--- src/design/timed_light_switch_assert.svh ---
// Assertion macros used by timed_light_switch.
`ifndef TIMED_LIGHT_SWITCH_ASSERT_SVH
`define TIMED_LIGHT_SWITCH_ASSERT_SVH

// same-cycle implication
`define TLS_ASSERT_NOW(label, clk, rst_n, ante, cons, msg) \
  label: assert property (@(posedge clk) disable iff (!(rst_n)) (ante) |-> (cons)) \
    else $error(msg);

// next-cycle implication
`define TLS_ASSERT_NEXT(label, clk, rst_n, ante, cons, msg) \
  label: assert property (@(posedge clk) disable iff (!(rst_n)) (ante) |=> (cons)) \
    else $error(msg);

`endif

--- src/design/tls_pkg.sv ---
`default_nettype none

package tls_pkg;

  localparam int TICK_W           = 16;
  localparam int THR_W            = 8;
  localparam int PERIODS_OUT_W    = 16;
  localparam int CFG_IDX_W        = 4;
  localparam int CFG_DATA_W       = 16;

  localparam int PERIOD_WIDTH_DEF = 16;
  localparam int HOLD_CAP_DEF     = 10000;

  localparam logic [TICK_W-1:0] TICK_RELOAD_RST     = 16'd1000;
  localparam logic [THR_W-1:0]  PRESS_THRESHOLD_RST = 8'd3;

  // register indexes on the config port
  localparam logic [CFG_IDX_W-1:0] CFG_TICK_RELOAD     = 4'd0;
  localparam logic [CFG_IDX_W-1:0] CFG_PRESS_THRESHOLD = 4'd1;

  typedef enum logic [1:0] {
    MODE_NORMAL      = 2'd0,
    MODE_HOLDING     = 2'd1,
    MODE_WAIT_LIGHT  = 2'd2,
    MODE_WAIT_MODIFY = 2'd3
  } mode_e;

  typedef struct packed {
    logic                     relay_on;
    logic [PERIODS_OUT_W-1:0] periods_remaining;
    mode_e                    mode;
  } result_t;

endpackage

`default_nettype wire

--- src/design/tls_hold_counter.sv ---
`default_nettype none

module tls_hold_counter #(
  parameter int HOLD_CAP = tls_pkg::HOLD_CAP_DEF
) (
  input  wire logic                     clk_i,
  input  wire logic                     rst_ni,
  input  wire logic                     en_i,
  input  wire logic                     level_i,
  input  wire logic [tls_pkg::THR_W-1:0] threshold_i,
  output logic                          pressed_o
);
  import tls_pkg::*;

  localparam int HOLD_W = $clog2(HOLD_CAP + 1);
  localparam int CMP_W  = (HOLD_W > THR_W) ? HOLD_W : THR_W;

  logic [HOLD_W-1:0] cnt_q, cnt_d;
  logic [CMP_W-1:0]  cnt_ext, thr_ext;

  always_comb begin
    if (!level_i) begin
      cnt_d = '0;
    end else if (cnt_q >= HOLD_W'(HOLD_CAP)) begin
      cnt_d = HOLD_W'(HOLD_CAP);
    end else begin
      cnt_d = cnt_q + HOLD_W'(1);
    end
  end

  // pressed is judged on the updated count
  assign cnt_ext   = CMP_W'(cnt_d);
  assign thr_ext   = CMP_W'(threshold_i);
  assign pressed_o = cnt_ext > thr_ext;

  always_ff @(posedge clk_i or negedge rst_ni) begin
    if (!rst_ni) begin
      cnt_q <= '0;
    end else if (en_i) begin
      cnt_q <= cnt_d;
    end
  end

endmodule

`default_nettype wire

--- src/design/tls_ctrl.sv ---
`default_nettype none

module tls_ctrl #(
  parameter int PERIOD_WIDTH = tls_pkg::PERIOD_WIDTH_DEF
) (
  input  wire logic                       clk_i,
  input  wire logic                       rst_ni,
  input  wire logic                       en_i,
  input  wire logic                       light_i,
  input  wire logic                       modify_i,
  input  wire logic [tls_pkg::TICK_W-1:0] tick_reload_i,
  output tls_pkg::result_t                res_o
);
  import tls_pkg::*;

  localparam int EXT_W = PERIOD_WIDTH + PERIODS_OUT_W;

  mode_e                   mode_q, mode_d;
  logic                    lamp_q, lamp_d;
  logic [TICK_W-1:0]       tick_q, tick_d;
  logic [PERIOD_WIDTH-1:0] periods_q, periods_d;
  logic [PERIOD_WIDTH-1:0] periods_dbl;
  logic [EXT_W-1:0]        periods_ext;

  // saturating doubling: top bit set means the double overflows
  assign periods_dbl = periods_q[PERIOD_WIDTH-1] ? '1 : {periods_q[PERIOD_WIDTH-2:0], 1'b0};

  // next mode
  always_comb begin
    mode_d = mode_q;
    unique case (mode_q)
      MODE_NORMAL: begin
        if (light_i) begin
          mode_d = lamp_q ? MODE_WAIT_LIGHT : MODE_HOLDING;
        end
      end
      MODE_HOLDING: begin
        if (modify_i) begin
          mode_d = MODE_WAIT_MODIFY;
        end else if (!light_i) begin
          mode_d = MODE_NORMAL;
        end
      end
      MODE_WAIT_LIGHT: begin
        if (!light_i) begin
          mode_d = MODE_NORMAL;
        end
      end
      MODE_WAIT_MODIFY: begin
        if (!modify_i) begin
          mode_d = light_i ? MODE_HOLDING : MODE_NORMAL;
        end
      end
      default: mode_d = MODE_NORMAL;
    endcase
  end

  // lamp and countdown
  always_comb begin
    lamp_d    = lamp_q;
    tick_d    = tick_q;
    periods_d = periods_q;
    unique case (mode_q)
      MODE_NORMAL: begin
        if (light_i) begin
          if (lamp_q) begin
            lamp_d = 1'b0;
          end else begin
            lamp_d    = 1'b1;
            tick_d    = tick_reload_i;
            periods_d = PERIOD_WIDTH'(1);
          end
        end else if (lamp_q) begin
          if (tick_q > TICK_W'(1)) begin
            tick_d = tick_q - TICK_W'(1);
          end else if (periods_q > PERIOD_WIDTH'(1)) begin
            periods_d = periods_q - PERIOD_WIDTH'(1);
            tick_d    = tick_reload_i;
          end else begin
            lamp_d    = 1'b0;
            periods_d = '0;
            tick_d    = '0;
          end
        end
      end
      MODE_HOLDING: begin
        if (modify_i) begin
          periods_d = periods_dbl;
        end
      end
      MODE_WAIT_LIGHT, MODE_WAIT_MODIFY: begin
      end
      default: begin
      end
    endcase
  end

  assign periods_ext             = EXT_W'(periods_d);
  assign res_o.relay_on          = lamp_d;
  assign res_o.periods_remaining = periods_ext[PERIODS_OUT_W-1:0];
  assign res_o.mode              = mode_d;

  always_ff @(posedge clk_i or negedge rst_ni) begin
    if (!rst_ni) begin
      mode_q    <= MODE_NORMAL;
      lamp_q    <= 1'b0;
      tick_q    <= '0;
      periods_q <= '0;
    end else if (en_i) begin
      mode_q    <= mode_d;
      lamp_q    <= lamp_d;
      tick_q    <= tick_d;
      periods_q <= periods_d;
    end
  end

endmodule

`default_nettype wire

--- src/design/timed_light_switch.sv ---
// Staircase light timer. Each input item is one poll tick with both button
// levels and gives exactly one result item: relay drive, periods left and mode,
// as they stand after that tick. An item passes an input register and is worked
// combinationally into the output register, from which its result is taken. One
// item per cycle is taken for as long as the output side is not stalled; with
// both registers full the input is stalled until the result is taken. The
// config port is always ready.
`default_nettype none

`include "timed_light_switch_assert.svh"

module timed_light_switch #(
  parameter int PERIOD_WIDTH = tls_pkg::PERIOD_WIDTH_DEF,
  parameter int HOLD_CAP     = tls_pkg::HOLD_CAP_DEF
) (
  input  wire logic                              clk_i,
  input  wire logic                              rst_ni,
  input  wire logic                              in_valid_i,
  output logic                                   in_stall_o,
  input  wire logic                              light_pressed_i,
  input  wire logic                              modify_pressed_i,
  output logic                                   out_valid_o,
  input  wire logic                              out_stall_i,
  output logic                                   relay_on_o,
  output logic [tls_pkg::PERIODS_OUT_W-1:0]      periods_remaining_o,
  output logic [1:0]                             current_mode_o,
  input  wire logic                              cfg_valid_i,
  output logic                                   cfg_ready_o,
  input  wire logic [tls_pkg::CFG_IDX_W-1:0]     cfg_index_i,
  input  wire logic [tls_pkg::CFG_DATA_W-1:0]    cfg_data_i
);
  import tls_pkg::*;

  logic              in_vld_q;
  logic              light_q, modify_q;
  logic              out_vld_q;
  result_t           res_q, res_d;
  logic              advance;
  logic              light_prs, modify_prs;
  logic [TICK_W-1:0] tick_reload_q;
  logic [THR_W-1:0]  threshold_q;

  assign advance     = in_vld_q && (!out_vld_q || !out_stall_i);
  assign in_stall_o  = in_vld_q && !advance;
  assign cfg_ready_o = 1'b1;

  always_ff @(posedge clk_i or negedge rst_ni) begin
    if (!rst_ni) begin
      tick_reload_q <= TICK_RELOAD_RST;
      threshold_q   <= PRESS_THRESHOLD_RST;
    end else if (cfg_valid_i) begin
      if (cfg_index_i == CFG_TICK_RELOAD) begin
        tick_reload_q <= cfg_data_i[TICK_W-1:0];
      end else if (cfg_index_i == CFG_PRESS_THRESHOLD) begin
        threshold_q <= cfg_data_i[THR_W-1:0];
      end
    end
  end

  // input register
  always_ff @(posedge clk_i or negedge rst_ni) begin
    if (!rst_ni) begin
      in_vld_q <= 1'b0;
    end else if (!in_stall_o) begin
      in_vld_q <= in_valid_i;
    end
  end

  always_ff @(posedge clk_i) begin
    if (in_valid_i && !in_stall_o) begin
      light_q  <= light_pressed_i;
      modify_q <= modify_pressed_i;
    end
  end

  tls_hold_counter #(
    .HOLD_CAP (HOLD_CAP)
  ) u_light_hold (
    .clk_i       (clk_i),
    .rst_ni      (rst_ni),
    .en_i        (advance),
    .level_i     (light_q),
    .threshold_i (threshold_q),
    .pressed_o   (light_prs)
  );

  tls_hold_counter #(
    .HOLD_CAP (HOLD_CAP)
  ) u_modify_hold (
    .clk_i       (clk_i),
    .rst_ni      (rst_ni),
    .en_i        (advance),
    .level_i     (modify_q),
    .threshold_i (threshold_q),
    .pressed_o   (modify_prs)
  );

  tls_ctrl #(
    .PERIOD_WIDTH (PERIOD_WIDTH)
  ) u_ctrl (
    .clk_i         (clk_i),
    .rst_ni        (rst_ni),
    .en_i          (advance),
    .light_i       (light_prs),
    .modify_i      (modify_prs),
    .tick_reload_i (tick_reload_q),
    .res_o         (res_d)
  );

  // output register
  always_ff @(posedge clk_i or negedge rst_ni) begin
    if (!rst_ni) begin
      out_vld_q <= 1'b0;
    end else if (advance) begin
      out_vld_q <= 1'b1;
    end else if (!out_stall_i) begin
      out_vld_q <= 1'b0;
    end
  end

  always_ff @(posedge clk_i) begin
    if (advance) begin
      res_q <= res_d;
    end
  end

  assign out_valid_o         = out_vld_q;
  assign relay_on_o          = res_q.relay_on;
  assign periods_remaining_o = res_q.periods_remaining;
  assign current_mode_o      = res_q.mode;

  `TLS_ASSERT_NOW(a_lamp_on_in_holding, clk_i, rst_ni,
    out_vld_q && (res_q.mode == MODE_HOLDING || res_q.mode == MODE_WAIT_MODIFY),
    res_q.relay_on, "lamp off while holding after switch-on")
  `TLS_ASSERT_NEXT(a_advance_fills_out, clk_i, rst_ni,
    advance, out_vld_q, "worked item did not reach the output register")
  `TLS_ASSERT_NEXT(a_stalled_item_kept, clk_i, rst_ni,
    in_stall_o, in_vld_q, "stalled item lost from the input register")

endmodule

`default_nettype wire
--- config.mk ---
export PLATFORM = sky130hd
export DESIGN_NAME = timed_light_switch
export DESIGN_NICKNAME = d
export VERILOG_FILES = /design/src/design/tls_pkg.sv /design/src/design/tls_hold_counter.sv /design/src/design/tls_ctrl.sv /design/src/design/timed_light_switch.sv
export VERILOG_INCLUDE_DIRS = /design/src /design/src/design
export SDC_FILE = /design/constraint.sdc
export NUM_CORES = 1
export LEC_CHECK = 0
export BUFFER_PORTS_ARGS = -buffer_cell sky130_fd_sc_hd__buf_2
export CAP_MARGIN = 10
export CORE_MARGIN = 2
export CORE_UTILIZATION = 31
export CTS_CLUSTER_SIZE = 30
export DETAILED_ROUTE_END_ITERATION = 12
export PLACE_DENSITY = 0.57
export SETUP_SLACK_MARGIN = 0.05
export SLEW_MARGIN = 0
export SYNTH_ARGS = -nofsm -noshare
export SYNTH_HDL_FRONTEND = slang
export SYNTH_SLANG_ARGS = --single-unit
--- constraint.sdc ---
create_clock -name clk_i -period 5.6 [get_ports clk_i]
set_clock_uncertainty 0.05 [all_clocks]
set_input_delay 0.56 -clock clk_i [delete_from_list [all_inputs] [get_ports clk_i]]
set_output_delay 0.56 -clock clk_i [all_outputs]
set_load 0.01 [all_outputs]
; ---- After elaboration in Yosys (flattened, before gate mapping)
; Index checks and enable logic that the tools add are counted.
[classes]
n_addsub = 4
reduce_logical = 14
n_bitwise = 1
muxes = 32
n_lt_le_gt_ge = 6
eq_ne = 6
[op_table]
columns = op, n
row1 = $mux W16, 12
row2 = $mux W14, 4
row3 = $gt A16 B1 Y1 const B, 2
row4 = $pmux W16 S2, 1
row5 = $sub A16 B1 Y16 const B, 2
row6 = $add A14 B1 Y14 const B, 2
row7 = $ge A14 B14 Y1 const B, 2
row8 = $gt A14 B8 Y1, 2
row9 = $mux W2, 5
row10 = $mux W1, 9
row11 = $pmux W2 S4, 1
row12 = $eq A2 B2 Y1 const B, 2
row13 = $eq A4 B1 Y1 const B, 1
row14 = $logic_not A1 Y1, 4
row15 = $logic_not A4 Y1, 1
row16 = $reduce_and A4 Y1, 1
row17 = $logic_and A1 B1 Y1, 3
row18 = $reduce_and A3 Y1, 1
row19 = $eq A2 B1 Y1 const B, 1
row20 = $logic_not A2 Y1, 1
row21 = $ne A2 B1 Y1 const B, 1
row22 = $ne A2 B2 Y1 const B, 1
row23 = $reduce_and A2 Y1, 1
row24 = $reduce_bool A2 Y1, 1
row25 = 2 further kinds, 2
[word_totals]
in_bits = 27
out_inout_bits = 22
ff_bits = 110

; ---- Longest topological paths before layout
[logic_depth]
word_depth = 7
ltp_mapped = 17

; ---- Cells and area by module
; A second synthesis with hierarchy kept.
[unflattened]
cells_unflattened = 782
area_unflattened_um2 = 7239.4
[by_module_without_submodules]
columns = mod, instances, cells_each, area_per_inst_um2
row1 = tls_ctrl, 1, 430, 3193.1
row2 = tls_hold_counter, 2, 134, 1196.1
row3 = timed_light_switch, 1, 84, 1654.1

; ---- Least setup slack after synthesis
; Ideal clock, no wire load.
[synth_timing]
kind = flip-flop to flip-flop
startpoint = register u_light_hold.cnt_q[5]
endpoint = register res_q (netlist bit periods_remaining_o[3]) (data pin)
setup_ns = 0.261
period_less_slack_ns = 4.175
path_buffers = 2
path_stages_with_launch = 15
setup_slack_ns = 1.425
t_arrival_ns = 3.864
path_cell_list = dfrtp_1 buf_2 o41a_1 o31ai_1 clkbuf_1 nand2_1 nor2_1 ha_1 and4_1 o2bb2ai_1 a41oi_2 mux2_2 inv_1 nand3_1 a221o_1
[synth_lines]
columns = item, line_no
row1 = "start, declared", tls_hold_counter.sv:18  ; logic [HOLD_W-1:0] cnt_q, cnt_d;
row2 = "start signal, assigned", tls_hold_counter.sv:40  ; cnt_q <= cnt_d;
row3 = "end signal, assigned", timed_light_switch.sv:123  ; res_q <= res_d;
row4 = "end, declared", timed_light_switch.sv:37  ; result_t res_q, res_d;

; ---- Worst setup path in the final report
[layout_timing]
startpoint = register u_light_hold.cnt_q[8]
endpoint = register u_ctrl.tick_q[0]
[layout_via]
elab_chain_cells = 6
[layout_rtl]
columns = item, line_no
row1 = $ge A14 B14 Y1 (*), tls_hold_counter.sv:24  ; end else if (cnt_q >= HOLD_W'(HOLD_CAP)) begin
row2 = $mux W14 (*), tls_hold_counter.sv:24
row3 = $mux W14 (*), tls_hold_counter.sv:22  ; if (!level_i) begin
row4 = net u_light_hold.cnt_d[5], tls_hold_counter.sv:18
row5 = $gt A14 B8 Y1 (*), tls_hold_counter.sv:34  ; assign pressed_o = cnt_ext > thr_ext;
row6 = $ne A2 B2 Y1 (no line) / $reduce_bool A2 Y1 (equally long branches), n/a
row7 = $reduce_and A4 Y1 (no line), n/a
row8 = "end signal, assigned", tls_ctrl.sv:112  ; tick_q <= tick_d;
row9 = "end, declared", tls_ctrl.sv:20  ; logic [TICK_W-1:0] tick_q, tick_d;
; Mark *: on every way through the listed nets, which the timed path passes. The rest lies on a longest branch.
; A chain may end at the register's enable or synchronous reset.

==> flow_summary_export.csv <==
group,metric,value,unit
status,status,"completed",
logic_synthesis,synthFlopType,"dfrtp_1",
routing,drt_iter0_markers,706,
setup_path,crit_path_end_kind,"register",
routing,drt_first_pass_iters,7,
cts,post_cts_buffers,0,
logic_synthesis,yosys_register_bits,110,
die,start_util,31.47,%
cts,cts_hold_buf,0,
sta,grt_setup_unrepaired,"false",
logic_synthesis,synth_compound_area_share,23.53,%
global_route,grtUsageTotal,17.08,%
logic_synthesis,synth-simple-area-share,20.46,%
cts,cts_max_path_buffers,2,
setup_path,crit_required,5790,ps
setup_path,crit_chain,"and3_1, o41a_1, o31ai_1, buf_4, nand2_1, nor2_1, ha_1, and4_1, o21ai_0, a41oi_2, a21oi_4, o21ai_1, buf_6, a221oi_1, a21oi_1",
placed_design,gp_congestion,0.9043,
die,row_count,56,
placed_design,place_ws,1027,ps
setup_path,cpPeakStageDelay,640,ps
logic_synthesis,synth_top_area_cell,"dfrtp_1",
sta,maxSlewHeadroom,29.16,%
flow_run,drv_cap,0,
cts,cts_resized,0,
cts,cts_tree,"done",
setup_path,critPathKind,"reg2reg",
power,seqPwrFrac,42.5,%
finish,areaGrowthSynthToFinish,9.985,%
logic_synthesis,syn_nets,874,
logic_synthesis,synthAdderAreaFrac,4.089,%
power,p_int,1716,uW
setup_path,worstPathArrival,4800,ps
cts,cts-htree-levels,3,
power,p_sw,1089,uW
die,fp.dieH,157.9,um
power,power_frac_comb,34.0,%
cts,cts_root_buffer,"clkbuf_16",
routing,drc_errors,0,
logic_synthesis,synth_cell_types,79,
routing,wl_met3,1.218,mm
routing,avgRoutedWirePerCell,17.46,um
cts,path_clk_slew,80,ps
logic_synthesis,yosys_warnings,0,
logic_synthesis,syn_inst,823,
global_route,grt_overflow_total,0,
hold_path,hold_class,"in2async",
logic_synthesis,syn_area,0.007343,mm^2
routing,top_layer,"met4",
logic_synthesis,muxShareOfSynthArea,5.435,%
setup_path,start_kind,"register",
power,p_total,2805,uW
sta,setup_violations,0,
routing,wl_met1,9.387,mm
logic_synthesis,synthXorXnorAreaFrac,1.789,%
global_route,grt_pass1_wl,33.74,mm
placed_design,portBuffers,47,
logic_synthesis,synth_top_cell_area_share,27.60,%
logic_synthesis,synth-edff-count,21,
setup_path,critical_path.top_delay_family,"compound AO/OA/AOI/OAI gates",
routing,routed_wl,20.23,mm
cts,clock_latency,370,ps
sta,setup_ws,993.0,ps
die,die_x,157.9,um
sta,tns,0,ps
sta,drv_slew,0,
sta,report.final.hold_viol_count,0,
finish,nets,886,
finish,antenna_cells,0,
logic_synthesis,synth_top_family_by_area,"compound AO/OA/AOI/OAI gates",
logic_synthesis,synthTopCellsByArea,"dfrtp_1, edfxtp_1, mux2_2, o21ai_0, nand2_1",
routing,wl_met2,9.253,mm
finish,drive_gt1_share,16.07,%
placed_design,dp_hpwl,14.16,mm
global_route,antenna_found_initial,0,
cts,cts_inserted_buffers,9,
logic_synthesis,synth_area_per_cell,8.923,um^2
die,core,0.02333,mm^2
setup_path,cpMaxStageDelayCell,"a21oi_4",
sta,worst_pin_slew,1063,ps
sta,period_minus_slack,4607,ps
sta,post-route-period-util,82.27,%
power,p_per_area,347.3,mW/mm^2
routing,viasPerCell,5.660,
sta,clock.fmax,0.2171,GHz
routing,vias,6560,
setup_path,worst-path-buf-inv,2,
power,sw_frac_of_total,38.83,%
routing,postRouteAntennaNets,0,
power,power.leakage,0.003218,uW
global_route,grt_max_degree,60,
finish,finalCoreUtilization,34.62,%
power,clkPwrFrac,23.5,%
die,die-area,0.02494,mm^2
die,num_io_pins,49,
global_route,grt_pass1_vias,6247,
power,peakVddDrop,0.0001628,V
cts,cts_sinks,110,
logic_synthesis,ys_async_sr_fraction,80.91,%
setup_path,cp_max_fo,26,
logic_synthesis,seq_area_frac_synth,39.05,%
## metal layers
metal | vias to the layer above | track usage [%]
li1 | 3106 | -
met3 | 28 | 3.011
met1 | 3185 | 24.28
met4 | 0 | 5.498
met5 | - | 0
met2 | 241 | 26.25
## flip-flops by register name, summed over array words and instances (netlist names)
signal,flops
modify_q,1
in_vld_q,1
threshold_q,8
u_ctrl.lamp_q,1
u_ctrl.mode_q,2
light_q,1
tick_reload_q,16
relay_on_o,1
u_light_hold.cnt_q,14
current_mode_o,2
u_ctrl.tick_q,16
periods_remaining_o,16
u_ctrl.periods_q,16
u_modify_hold.cnt_q,14
out_valid_o,1
## logic make-up after synthesis
logic type | Yosys count
fa+ha+maj | 24
compound gates | 248
simple gates | 295
flops | 110
xor+xnor | 15
mux | 36
other cells | 1
buf+inv | 94
## layout make-up
type,count,area [um^2]
Fill cell,2426,15260
Multi-Input combinational cell,619,4071
Sequential cell,110,2868
Tap cell,319,399.1
Timing Repair Buffer,54,294.0
Clock buffer,12,236.5
Inverter,41,153.9
Clock inverter,4,53.80
## path summary, 6_finish.rpt
check | end | from | slack, ps | depth (start not counted)
min reg2reg | threshold_q[4] | threshold_q[4] | 460 | 1
max in group asynchronous | u_light_hold.cnt_q[13] | rst_ni | 4290 | 2
max | u_ctrl.tick_q[0] | u_light_hold.cnt_q[8] | 990 | 15
min in group clk_i | light_q | light_pressed_i | 310 | 1
max reg2reg | u_ctrl.tick_q[0] | u_light_hold.cnt_q[8] | 990 | 15
min | u_ctrl.tick_q[6] | rst_ni | 90 | 1
## power groups by stage
stage               sequential [uW]  combinational (uW)  clock, uW
floorplan                      1130                 736          0
global placement               1200                 927          0
detailed placement             1200                 937          0
CTS                            1190                 943        681
global route                   1220                1080        715
finish                         1190                 955        658
## metrics by stage
step / hold slack [ps] / instances / instance area [um^2]
after floorplan: 214.4 / 823 / 7343
after global placement: 439.3 / 1142 / 7775
after detailed placement: 444.7 / 1142 / 7775
after CTS: 108.2 / 1158 / 8065
after global routing: 117.9 / 1159 / 8077
final: 94.11 / 1159 / 8077
## cell usage after synthesis, types with 6 or more instances
| master | number |
|---|---|
| a211oi_1 | 8 |
| a21boi_0 | 8 |
| a21o_1 | 11 |
| a21oi_1 | 39 |
| a221o_1 | 8 |
| a22oi_1 | 6 |
| a31oi_1 | 10 |
| a32oi_1 | 10 |
| and2_1 | 10 |
| and3_1 | 11 |
| and4_1 | 10 |
| buf_2 | 13 |
| clkbuf_1 | 31 |
| dfrtp_1 | 81 |
| dfstp_2 | 8 |
| edfxtp_1 | 21 |
| ha_1 | 24 |
| inv_1 | 39 |
| mux2_2 | 31 |
| nand2_1 | 83 |
| nand3_1 | 30 |
| nand4_1 | 17 |
| nor2_1 | 60 |
| nor3_1 | 28 |
| nor4_1 | 12 |
| o211ai_1 | 12 |
| o21ai_0 | 64 |
| o22ai_1 | 8 |
| o31ai_1 | 11 |
| or3_1 | 8 |
| xnor2_1 | 8 |
| xor2_1 | 7 |
## cell usage in the layout, fill, tap and decap left out, types with 8 or more instances in the layout
master,netlist,routed
nand3_1,30,30
a32oi_1,10,10
o21ai_0,64,64
nor4_1,12,11
nand4_1,17,17
o211ai_1,12,12
and4_1,10,10
mux2_2,31,31
xnor2_1,8,8
nor2_1,60,60
a21boi_0,8,8
clkbuf_16,0,9
and2_1,10,10
dfrtp_1,81,81
a21o_1,11,11
a31oi_1,10,10
o22ai_1,8,8
o31ai_1,11,11
buf_2,13,46
ha_1,24,24
a21oi_1,39,39
a211oi_1,8,8
nor3_1,28,28
and3_1,11,11
or3_1,8,8
dfstp_2,8,8
inv_1,39,39
nand2_1,83,83
a221o_1,8,8
edfxtp_1,21,21
Note: power is estimated with default switching activity, not from simulation.
